`src/design/swd_pkg.sv`:
```
package swd_pkg;

   // line reset timing and sequences
   localparam int          LINE_RESET_CYCLES = 51;
   localparam int          CNT_W             = 7;
   localparam logic [15:0] SWITCH_SEQ        = 16'hE79E;
   localparam logic [7:0]  MAX_RETRIES_RESET = 8'd64;

   // request codes on the input channel
   localparam logic [1:0] REQ_TICK       = 2'd0;
   localparam logic [1:0] REQ_XFER       = 2'd1;
   localparam logic [1:0] REQ_LINE_RESET = 2'd2;

   // acknowledge codes, first received bit in bit 0
   localparam logic [2:0] ACK_OK    = 3'b001;
   localparam logic [2:0] ACK_WAIT  = 3'b010;
   localparam logic [2:0] ACK_FAULT = 3'b100;

   // register file
   localparam int         CSR_ADDR_W      = 3;
   localparam logic [0:0] CSR_MAX_RETRIES = 1'b0;

   typedef enum logic [2:0] {
      ST_OK,
      ST_FAULT,
      ST_BAD_ACK,
      ST_PARITY,
      ST_TIMEOUT
   } status_type;

   typedef enum logic [3:0] {
      PH_IDLE,
      PH_LR1,
      PH_SWITCH,
      PH_LR2,
      PH_LRIDLE,
      PH_REQ,
      PH_TRN1,
      PH_ACK,
      PH_RDATA,
      PH_RPAR,
      PH_TRNB,
      PH_TRNW,
      PH_WDATA,
      PH_WPAR,
      PH_TRNF
   } phase_type;

   typedef struct packed {
      logic [1:0]  req_type;
      logic        ap_not_dp;
      logic        read_not_write;
      logic [1:0]  reg_addr;
      logic [31:0] write_data;
      logic        swdio_in;
   } req_type;

   typedef struct packed {
      logic        clock_active;
      logic        swdio_out;
      logic        swdio_drive;
      logic        busy_res;
      logic        done_res;
      logic [2:0]  status;
      logic [31:0] read_data;
   } rsp_type;

   // request header: start, APnDP, RnW, A2, A3, even parity, stop, park
   function automatic logic [7:0] request_byte(input logic [3:0] cmd);
      logic par;
      par = ^cmd;
      return {1'b1, 1'b0, par, cmd[3], cmd[2], cmd[1], cmd[0], 1'b1};
   endfunction

endpackage

```
`src/design/swd_host_transaction_engine_top.sv`:
```
// Serial Wire Debug host engine. Each transfer on the req channel is one SWCLK
// cycle: it carries the sampled SWDIO level and, while the engine is idle, an
// optional command (line reset or DP/AP read/write). Each accepted transfer
// yields exactly one rsp transfer with the pin levels and status of that cycle.
// One transfer is accepted per clock cycle unless rsp_stall holds a full result
// register; each request passes the input register, then the phase/counter
// update into the result register. The retry limit lives at APB byte address 0.
module swd_host_transaction_engine_top (
   input  logic                          clock,
   input  logic                          reset,
   input  logic                          req_valid,
   output logic                          req_stall,
   input  swd_pkg::req_type              req_data,
   output logic                          rsp_valid,
   input  logic                          rsp_stall,
   output swd_pkg::rsp_type              rsp_data,
   input  logic                          psel,
   input  logic                          penable,
   input  logic                          pwrite,
   input  logic [swd_pkg::CSR_ADDR_W-1:0] paddr,
   input  logic [31:0]                   pwdata,
   output logic [31:0]                   prdata,
   output logic                          pready
);
   import swd_pkg::*;

   logic       req_valid_ff, req_valid_in;
   req_type    req_ff, req_in;
   logic       rsp_valid_ff, rsp_valid_in;
   rsp_type    rsp_ff, rsp_in;
   rsp_type    core_rsp;
   logic       advance;
   logic       accept;
   logic [7:0] max_retries;

   // handshake: input register feeds the result register when it has room
   assign advance   = req_valid_ff && (!rsp_valid_ff || !rsp_stall);
   assign req_stall = req_valid_ff && !advance;
   assign accept    = req_valid && !req_stall;

   always_comb begin
      req_valid_in = req_valid_ff;
      req_in       = req_ff;
      if (accept) begin
         req_valid_in = 1'b1;
         req_in       = req_data;
      end else if (advance) begin
         req_valid_in = 1'b0;
      end
   end

   // result register
   always_comb begin
      rsp_valid_in = rsp_valid_ff && rsp_stall;
      rsp_in       = rsp_ff;
      if (advance) begin
         rsp_valid_in = 1'b1;
         rsp_in       = core_rsp;
      end
   end

   always_ff @(posedge clock) begin
      if (reset) begin
         req_valid_ff <= 1'b0;
         rsp_valid_ff <= 1'b0;
      end else begin
         req_valid_ff <= req_valid_in;
         rsp_valid_ff <= rsp_valid_in;
      end
   end

   always_ff @(posedge clock) begin
      req_ff <= req_in;
      rsp_ff <= rsp_in;
   end

   swd_csr u_csr (
      .clock       (clock),
      .reset       (reset),
      .psel        (psel),
      .penable     (penable),
      .pwrite      (pwrite),
      .paddr       (paddr),
      .pwdata      (pwdata),
      .prdata      (prdata),
      .pready      (pready),
      .max_retries (max_retries)
   );

   swd_core u_core (
      .clock       (clock),
      .reset       (reset),
      .step        (advance),
      .req         (req_ff),
      .max_retries (max_retries),
      .rsp         (core_rsp)
   );

   assign rsp_valid = rsp_valid_ff;
   assign rsp_data  = rsp_ff;

endmodule

```
`src/design/swd_csr.sv`:
```
module swd_csr (
   input  logic                          clock,
   input  logic                          reset,
   input  logic                          psel,
   input  logic                          penable,
   input  logic                          pwrite,
   input  logic [swd_pkg::CSR_ADDR_W-1:0] paddr,
   input  logic [31:0]                   pwdata,
   output logic [31:0]                   prdata,
   output logic                          pready,
   output logic [7:0]                    max_retries
);
   import swd_pkg::*;

   logic [7:0] max_retries_ff;
   logic [7:0] max_retries_in;
   logic       wr_en;

   assign pready = 1'b1;
   assign wr_en  = psel && penable && pwrite && (paddr[2] == CSR_MAX_RETRIES);

   // retry limit register
   always_comb begin
      max_retries_in = max_retries_ff;
      if (wr_en) begin
         max_retries_in = pwdata[7:0];
      end
   end

   always_ff @(posedge clock) begin
      if (reset) begin
         max_retries_ff <= MAX_RETRIES_RESET;
      end else begin
         max_retries_ff <= max_retries_in;
      end
   end

   // read back
   always_comb begin
      prdata = 32'd0;
      if (paddr[2] == CSR_MAX_RETRIES) begin
         prdata = {24'd0, max_retries_ff};
      end
   end

   assign max_retries = max_retries_ff;

endmodule

```
`src/design/swd_core.sv`:
```
module swd_core (
   input  logic             clock,
   input  logic             reset,
   input  logic             step,
   input  swd_pkg::req_type req,
   input  logic [7:0]       max_retries,
   output swd_pkg::rsp_type rsp
);
   import swd_pkg::*;

   phase_type        phase_ff, phase_in, eff_phase;
   logic [CNT_W-1:0] bc_ff, bc_in, eff_bc, bc_inc;
   logic [31:0]      data_ff, data_in;
   logic [2:0]       ack_ff, ack_in, ack_new;
   logic [7:0]       retry_ff, retry_in, eff_retry, retry_inc;
   logic             line_ff, line_in;
   logic [3:0]       cmd_ff, cmd_in, eff_cmd;
   logic [31:0]      word_ff, word_in, eff_word;
   logic             par_ff, par_in;
   logic             level_ff, level_in;
   logic [7:0]       req_byte;

   logic             clk_o, drv_o, dout_o, done_o;
   status_type       st_o;
   logic [31:0]      rd_o;

   // command start on an idle cycle
   always_comb begin
      eff_phase = phase_ff;
      eff_bc    = bc_ff;
      eff_cmd   = cmd_ff;
      eff_word  = word_ff;
      eff_retry = retry_ff;
      if (phase_ff == PH_IDLE) begin
         if (req.req_type == REQ_XFER) begin
            eff_cmd   = {req.reg_addr, req.read_not_write, req.ap_not_dp};
            eff_word  = req.write_data;
            eff_retry = 8'd0;
            eff_bc    = '0;
            eff_phase = PH_REQ;
         end else if (req.req_type == REQ_LINE_RESET) begin
            eff_bc    = '0;
            eff_phase = PH_LR1;
         end
      end
   end

   assign bc_inc    = eff_bc + CNT_W'(1);
   assign retry_inc = eff_retry + 8'd1;
   assign ack_new   = ack_ff | ({2'b00, req.swdio_in} << eff_bc[1:0]);
   assign req_byte  = request_byte(eff_cmd);

   // next state
   always_comb begin
      phase_in = eff_phase;
      bc_in    = eff_bc;
      cmd_in   = eff_cmd;
      word_in  = eff_word;
      retry_in = eff_retry;
      data_in  = data_ff;
      ack_in   = ack_ff;
      par_in   = par_ff;
      case (eff_phase)
         PH_LR1, PH_LR2: begin
            bc_in = bc_inc;
            if (bc_inc >= CNT_W'(LINE_RESET_CYCLES)) begin
               bc_in    = '0;
               phase_in = (eff_phase == PH_LR1) ? PH_SWITCH : PH_LRIDLE;
            end
         end
         PH_SWITCH: begin
            bc_in = bc_inc;
            if (bc_inc >= CNT_W'(16)) begin
               bc_in    = '0;
               phase_in = PH_LR2;
            end
         end
         PH_LRIDLE: begin
            bc_in = bc_inc;
            if (bc_inc >= CNT_W'(2)) begin
               bc_in    = '0;
               phase_in = PH_IDLE;
            end
         end
         PH_REQ: begin
            bc_in = bc_inc;
            if (bc_inc >= CNT_W'(8)) begin
               bc_in    = '0;
               phase_in = PH_TRN1;
            end
         end
         PH_TRN1: begin
            ack_in   = 3'd0;
            bc_in    = '0;
            phase_in = PH_ACK;
         end
         PH_ACK: begin
            ack_in = ack_new;
            bc_in  = bc_inc;
            if (bc_inc >= CNT_W'(3)) begin
               bc_in = '0;
               if (ack_new == ACK_OK) begin
                  if (eff_cmd[1]) begin
                     data_in  = 32'd0;
                     par_in   = 1'b0;
                     phase_in = PH_RDATA;
                  end else begin
                     phase_in = PH_TRNW;
                  end
               end else begin
                  phase_in = PH_TRNF;
               end
            end
         end
         PH_RDATA: begin
            data_in = data_ff | ({31'd0, req.swdio_in} << eff_bc[4:0]);
            par_in  = par_ff ^ req.swdio_in;
            bc_in   = bc_inc;
            if (bc_inc >= CNT_W'(32)) begin
               bc_in    = '0;
               phase_in = PH_RPAR;
            end
         end
         PH_RPAR: begin
            par_in   = par_ff ^ req.swdio_in;
            phase_in = PH_TRNB;
         end
         PH_TRNB: begin
            phase_in = PH_IDLE;
         end
         PH_TRNW: begin
            bc_in    = '0;
            phase_in = PH_WDATA;
         end
         PH_WDATA: begin
            bc_in = bc_inc;
            if (bc_inc >= CNT_W'(32)) begin
               bc_in    = '0;
               phase_in = PH_WPAR;
            end
         end
         PH_WPAR: begin
            phase_in = PH_IDLE;
         end
         PH_TRNF: begin
            if (ack_ff == ACK_WAIT) begin
               retry_in = retry_inc;
               if (retry_inc >= max_retries) begin
                  phase_in = PH_IDLE;
               end else begin
                  bc_in    = '0;
                  phase_in = PH_REQ;
               end
            end else begin
               phase_in = PH_IDLE;
            end
         end
         PH_IDLE: begin
         end
         default: begin
            phase_in = PH_IDLE;
            bc_in    = '0;
         end
      endcase
   end

   // pin outputs and status for this cycle
   always_comb begin
      clk_o  = 1'b0;
      drv_o  = 1'b0;
      dout_o = 1'b0;
      done_o = 1'b0;
      st_o   = ST_OK;
      rd_o   = 32'd0;
      case (eff_phase)
         PH_LR1, PH_LR2: begin
            clk_o  = 1'b1;
            drv_o  = 1'b1;
            dout_o = 1'b1;
         end
         PH_SWITCH: begin
            clk_o  = 1'b1;
            drv_o  = 1'b1;
            dout_o = SWITCH_SEQ[eff_bc[3:0]];
         end
         PH_LRIDLE: begin
            clk_o  = 1'b1;
            drv_o  = 1'b1;
            done_o = (bc_inc >= CNT_W'(2));
         end
         PH_REQ: begin
            clk_o  = 1'b1;
            drv_o  = 1'b1;
            dout_o = req_byte[eff_bc[2:0]];
         end
         PH_TRN1, PH_ACK, PH_RDATA, PH_RPAR: begin
            clk_o = 1'b1;
         end
         PH_TRNB: begin
            clk_o  = 1'b1;
            drv_o  = 1'b1;
            done_o = 1'b1;
            st_o   = par_ff ? ST_PARITY : ST_OK;
            rd_o   = data_ff;
         end
         PH_TRNW: begin
            clk_o = 1'b1;
            drv_o = 1'b1;
         end
         PH_WDATA: begin
            clk_o  = 1'b1;
            drv_o  = 1'b1;
            dout_o = eff_word[eff_bc[4:0]];
         end
         PH_WPAR: begin
            clk_o  = 1'b1;
            drv_o  = 1'b1;
            dout_o = ^eff_word;
            done_o = 1'b1;
         end
         PH_TRNF: begin
            clk_o = 1'b1;
            if (ack_ff == ACK_WAIT) begin
               if (retry_inc >= max_retries) begin
                  done_o = 1'b1;
                  st_o   = ST_TIMEOUT;
               end
            end else begin
               done_o = 1'b1;
               st_o   = (ack_ff == ACK_FAULT) ? ST_FAULT : ST_BAD_ACK;
            end
         end
         default: begin
            drv_o  = line_ff;
            dout_o = line_ff & level_ff;
         end
      endcase
   end

   // line hold state: released on a failed acknowledge, low after a finish
   always_comb begin
      line_in  = clk_o ? drv_o : line_ff;
      level_in = (clk_o && drv_o) ? dout_o : level_ff;
      if (done_o && line_in) begin
         level_in = 1'b0;
      end
   end

   always_ff @(posedge clock) begin
      if (reset) begin
         phase_ff <= PH_IDLE;
         bc_ff    <= '0;
         data_ff  <= 32'd0;
         ack_ff   <= 3'd0;
         retry_ff <= 8'd0;
         line_ff  <= 1'b0;
         cmd_ff   <= 4'd0;
         word_ff  <= 32'd0;
         par_ff   <= 1'b0;
         level_ff <= 1'b0;
      end else if (step) begin
         phase_ff <= phase_in;
         bc_ff    <= bc_in;
         data_ff  <= data_in;
         ack_ff   <= ack_in;
         retry_ff <= retry_in;
         line_ff  <= line_in;
         cmd_ff   <= cmd_in;
         word_ff  <= word_in;
         par_ff   <= par_in;
         level_ff <= level_in;
      end
   end

   always_comb begin
      rsp.clock_active = clk_o;
      rsp.swdio_out    = dout_o;
      rsp.swdio_drive  = drv_o;
      rsp.busy_res     = (phase_in != PH_IDLE);
      rsp.done_res     = done_o;
      rsp.status       = st_o;
      rsp.read_data    = rd_o;
   end

endmodule

```
`config.mk`:
```
export PLATFORM = sky130hd
export DESIGN_NAME = swd_host_transaction_engine_top
export DESIGN_NICKNAME = d
export VERILOG_FILES = /design/src/design/swd_pkg.sv /design/src/design/swd_host_transaction_engine_top.sv /design/src/design/swd_csr.sv /design/src/design/swd_core.sv
export SDC_FILE = /design/constraint.sdc
export NUM_CORES = 1
export LEC_CHECK = 0
export BUFFER_PORTS_ARGS = -buffer_cell sky130_fd_sc_hd__buf_2
export CAP_MARGIN = 20
export CORE_ASPECT_RATIO = 0.75
export CORE_UTILIZATION = 30
export CTS_CLUSTER_DIAMETER = 100
export DETAILED_ROUTE_END_ITERATION = 8
export HOLD_SLACK_MARGIN = 0.03
export PLACE_DENSITY_LB_ADDON = 0.05
export SLEW_MARGIN = 20
export SYNTH_ARGS = -nofsm -noshare
export SYNTH_HDL_FRONTEND = slang
export SYNTH_SLANG_ARGS = --single-unit
```
`constraint.sdc`:
```
create_clock -name clock -period 5.5 [get_ports clock]
set_input_delay 0.55 -clock clock [delete_from_list [all_inputs] [get_ports clock]]
set_output_delay 0.55 -clock clock [all_outputs]
set_load 0.02 [all_outputs]
```
==> impl_metrics.tcl <==
set metrics [dict create \
    status "complete, no violations" \
    vias 7286 \
    grt_pass1_vias 6968 \
    min_period_ns 4.43 \
    yosys_most_used_dff "dfxtp_1" \
    first_iter_violations 497 \
    synth_area_leaders "edfxtp_1, dfxtp_1, nand2_1, xnor2_1, a21oi_1" \
    grt_first_pass_wirelength_mm 42.7 \
    cts.hold.buffers_added 0 \
    detail-route-antenna-nets 0 \
    power_frac_clock_pct 39.3 \
    core_area_sq_um 30200 \
    rows 55 \
    clock_skew_ns 0.0121 \
    cts.clk_slew.worst_paths_ns 0.07 \
    nets 1163 \
    r2r_cells 12 \
    die_x_um 204 \
    io_pins 156 \
    peakVddDrop_mv 0.217 \
    h-tree-depth 4 \
    required_ns 5.88 \
    period_share_pct 80.5 \
    worst_setup_path_end_kind "flop" \
    synth.ff_latch_count 182 \
    relSlewSlack_pct 29.9 \
    overflow 0 \
    routed_wl_mm 27.5 \
    max_clock_freq_mhz 226 \
    ys_types 74 \
    yosys.area.top_type "edfxtp_1" \
    portBuffers 104 \
    min_path_type "input pin to flop" \
    synthCells 981 \
    synth_edf_count 79 \
    setup_violations 0 \
    die_area_sq_um 31500 \
    netlist_top_cells_count "nand2_1, dfxtp_1, edfxtp_1" \
    path_class "flop to flop" \
    cp.arrival_ns 4.81 \
    syn_to_final_growth_pct 16.0 \
    switchingPower_uw 878 \
    synth_top_area_share_pct 25.7 \
    hp-start "req_data[34]" \
    synthesis.area_sq_um 9220 \
    maxCapViolCount 0 \
    seq_area_sq_um 4430 \
    cts-root-buf "clkbuf_16" \
    switching_share_pct 27.8 \
    grt.total_usage_pct 18.0 \
    reg2reg_slack_ns 1.07 \
    vias_per_cell 4.92 \
    wire_per_inst_um 18.6 \
    whs_path_depth 1 \
    hold_end "req_ff[34]$_DFFE_PP_" \
    gp_congestion 0.844 \
    yosys_warnings 0 \
    die_y_um 154 \
    yosysSeqAreaShare_pct 48.1 \
    setup_ws_ns 1.07 \
    r2r-end "u_core.data_ff[1]$_SDFFE_PP0P_" \
    yosysMostFrequentCell "nand2_1" \
    clock_sinks 182 \
    cp_max_fo 10 \
    tightest_slew_ns 1.05 \
    synthArstFlopShare_pct 0 \
    n_antenna_cell 0 \
    dp_slack_ns 1.04 \
    regToRegStartpoint "u_core.phase_ff[0]$_SDFFE_PP0P_" \
    power_density_nw_per_um2 295 \
    ctsResizeCount 0 \
    multi_input_area_sq_um 4410 \
    antenna_found_initial 0 \
    firstDrtPassIters 5 \
    final-hold-violation-count 0 \
    grt_max_degree 42 \
    leakage_nw 3.98 \
    drcViolationCount 0 \
    pwr-share-seq_pct 47.0 \
    grt_setup_unrepaired "false" \
    nFillCells 3117 \
    fin_tns_setup_ns 0 \
    start_util_pct 30.5 \
    clock_path_buffers 2 \
    critPathLaunchType "flop" \
    avgSynthCellArea_sq_um 9.40 \
    cts_tree "done" \
    internal_power_mw 2.28 \
    p_comb_share_pct 13.7 \
    maxSlewViolCount 0 \
    place_hpwl_mm 19.3 \
    clk-insertion-delay-late_ns 0.44 \
    cts_setup_buffers 0 \
    cts_inserted_buffers 17 \
    drive_above_1_share_pct 17.3 \
]
cell families (layout without fill, tap and decap cells):
group	Yosys count	after routing	share of synthesized area, %
buffers and inverters	99	177	5.26
multiplexers	19	19	2.37
XOR/XNOR	78	78	7.41
adder cells (fa/ha/maj)	13	13	1.76
AO/OA/AOI/OAI	205	205	15.0
AND/OR/NAND/NOR	383	383	20.0
other	2	25	0.0814
flip-flops	182	182	48.1
per-layer routing:
layer  global-route usage (%)  up-vias  part of all wire (%)
met4                     4.34        0                   1.0
met1                     28.6     3514                    56
li1                         -     3613                     -
met2                     24.4      142                    40
met5                        0        -                     0
met3                     3.16       17                   3.4
layout by cell type (no fill, tap or decap), drive strengths merged, types with 21 or more instances in the layout:
master,Yosys,final
nand2,176,176
buf,36,127
dfxtp,103,103
edfxtp,79,79
nor2,71,71
a21oi,66,66
xnor2,62,62
o21ai,40,40
and3,38,38
conb,2,25
inv,18,22
nand3,21,21
power by group through the flow:
| stage | sequential, mW | combinational, mW | clock [mW] |
|---|---|---|---|
| finish | 1.49 | 0.433 | 1.24 |
| global route | 1.49 | 0.473 | 1.34 |
| CTS | 1.49 | 0.433 | 1.29 |
| detailed placement | 1.52 | 0.431 | 0 |
| global placement | 1.52 | 0.433 | 0 |
| floorplan | 1.53 | 0.284 | 0 |
flip-flops by register name, indices dropped and copies added, names as in the netlist, 3 cells and up:
signal	flops
u_core.data_ff	32
u_core.phase_ff	4
rsp_data	40
u_core.cmd_ff	4
u_csr.max_retries	8
u_core.bc_ff	7
u_core.ack_ff	3
u_core.retry_ff	8
req_ff	39
u_core.word_ff	32
layout make-up:
type                            count  share of cell area, %
Inverter                           18                  0.631
Clock buffer                       20                   4.47
Clock inverter                     12                   1.08
Tap cell                          399                   4.67
Sequential cell                   182                   41.4
Multi-Input combinational cell    723                   41.2
Timing Repair Buffer              127                   6.48
critical path, stage by stage, from the launching register on:
cell	delay, ns
dfxtp_1	0.37
or4_1	0.83
nor2_4	0.41
nor2_1	0.20
ha_1	0.31
nand4_1	0.14
a2111oi_0	0.10
a311oi_2	0.52
nor2_4	0.11
o41ai_4	0.50
nand3_2	0.21
nor4_4	0.43
a32o_1	0.22
through the flow:
step	std cells	hold WS (ns)	power, mW	cell area, sq um	utilization (%)
5_1_grt	1481	0.256	3.30	10700	35.4
3_5_place_dp	1449	0.423	1.95	10100	33.5
3_3_place_gp	1449	0.423	1.95	10100	33.5
2_1_floorplan	1004	0.407	1.81	9310	-
6_report	1481	0.281	3.16	10700	35.4
4_1_cts	1481	0.255	3.21	10700	35.4
worst max path at each step:
stage,startpoint,to,depth (start not counted)
finish,u_core.phase_ff[0]$_SDFFE_PP0P_,u_core.data_ff[1]$_SDFFE_PP0P_,12
global route,u_core.phase_ff[0]$_SDFFE_PP0P_,u_core.data_ff[1]$_SDFFE_PP0P_,12
CTS,u_core.phase_ff[0]$_SDFFE_PP0P_,u_core.data_ff[1]$_SDFFE_PP0P_,12
detailed placement,u_core.phase_ff[0]$_SDFFE_PP0P_,u_core.data_ff[1]$_SDFFE_PP0P_,12
global placement,u_core.phase_ff[0]$_SDFFE_PP0P_,u_core.data_ff[1]$_SDFFE_PP0P_,12
floorplan,req_ff[37]$_DFFE_PP_,u_core.bc_ff[2]$_SDFFE_PP0P_,17
Note: power is estimated with default switching activity, not from simulation.
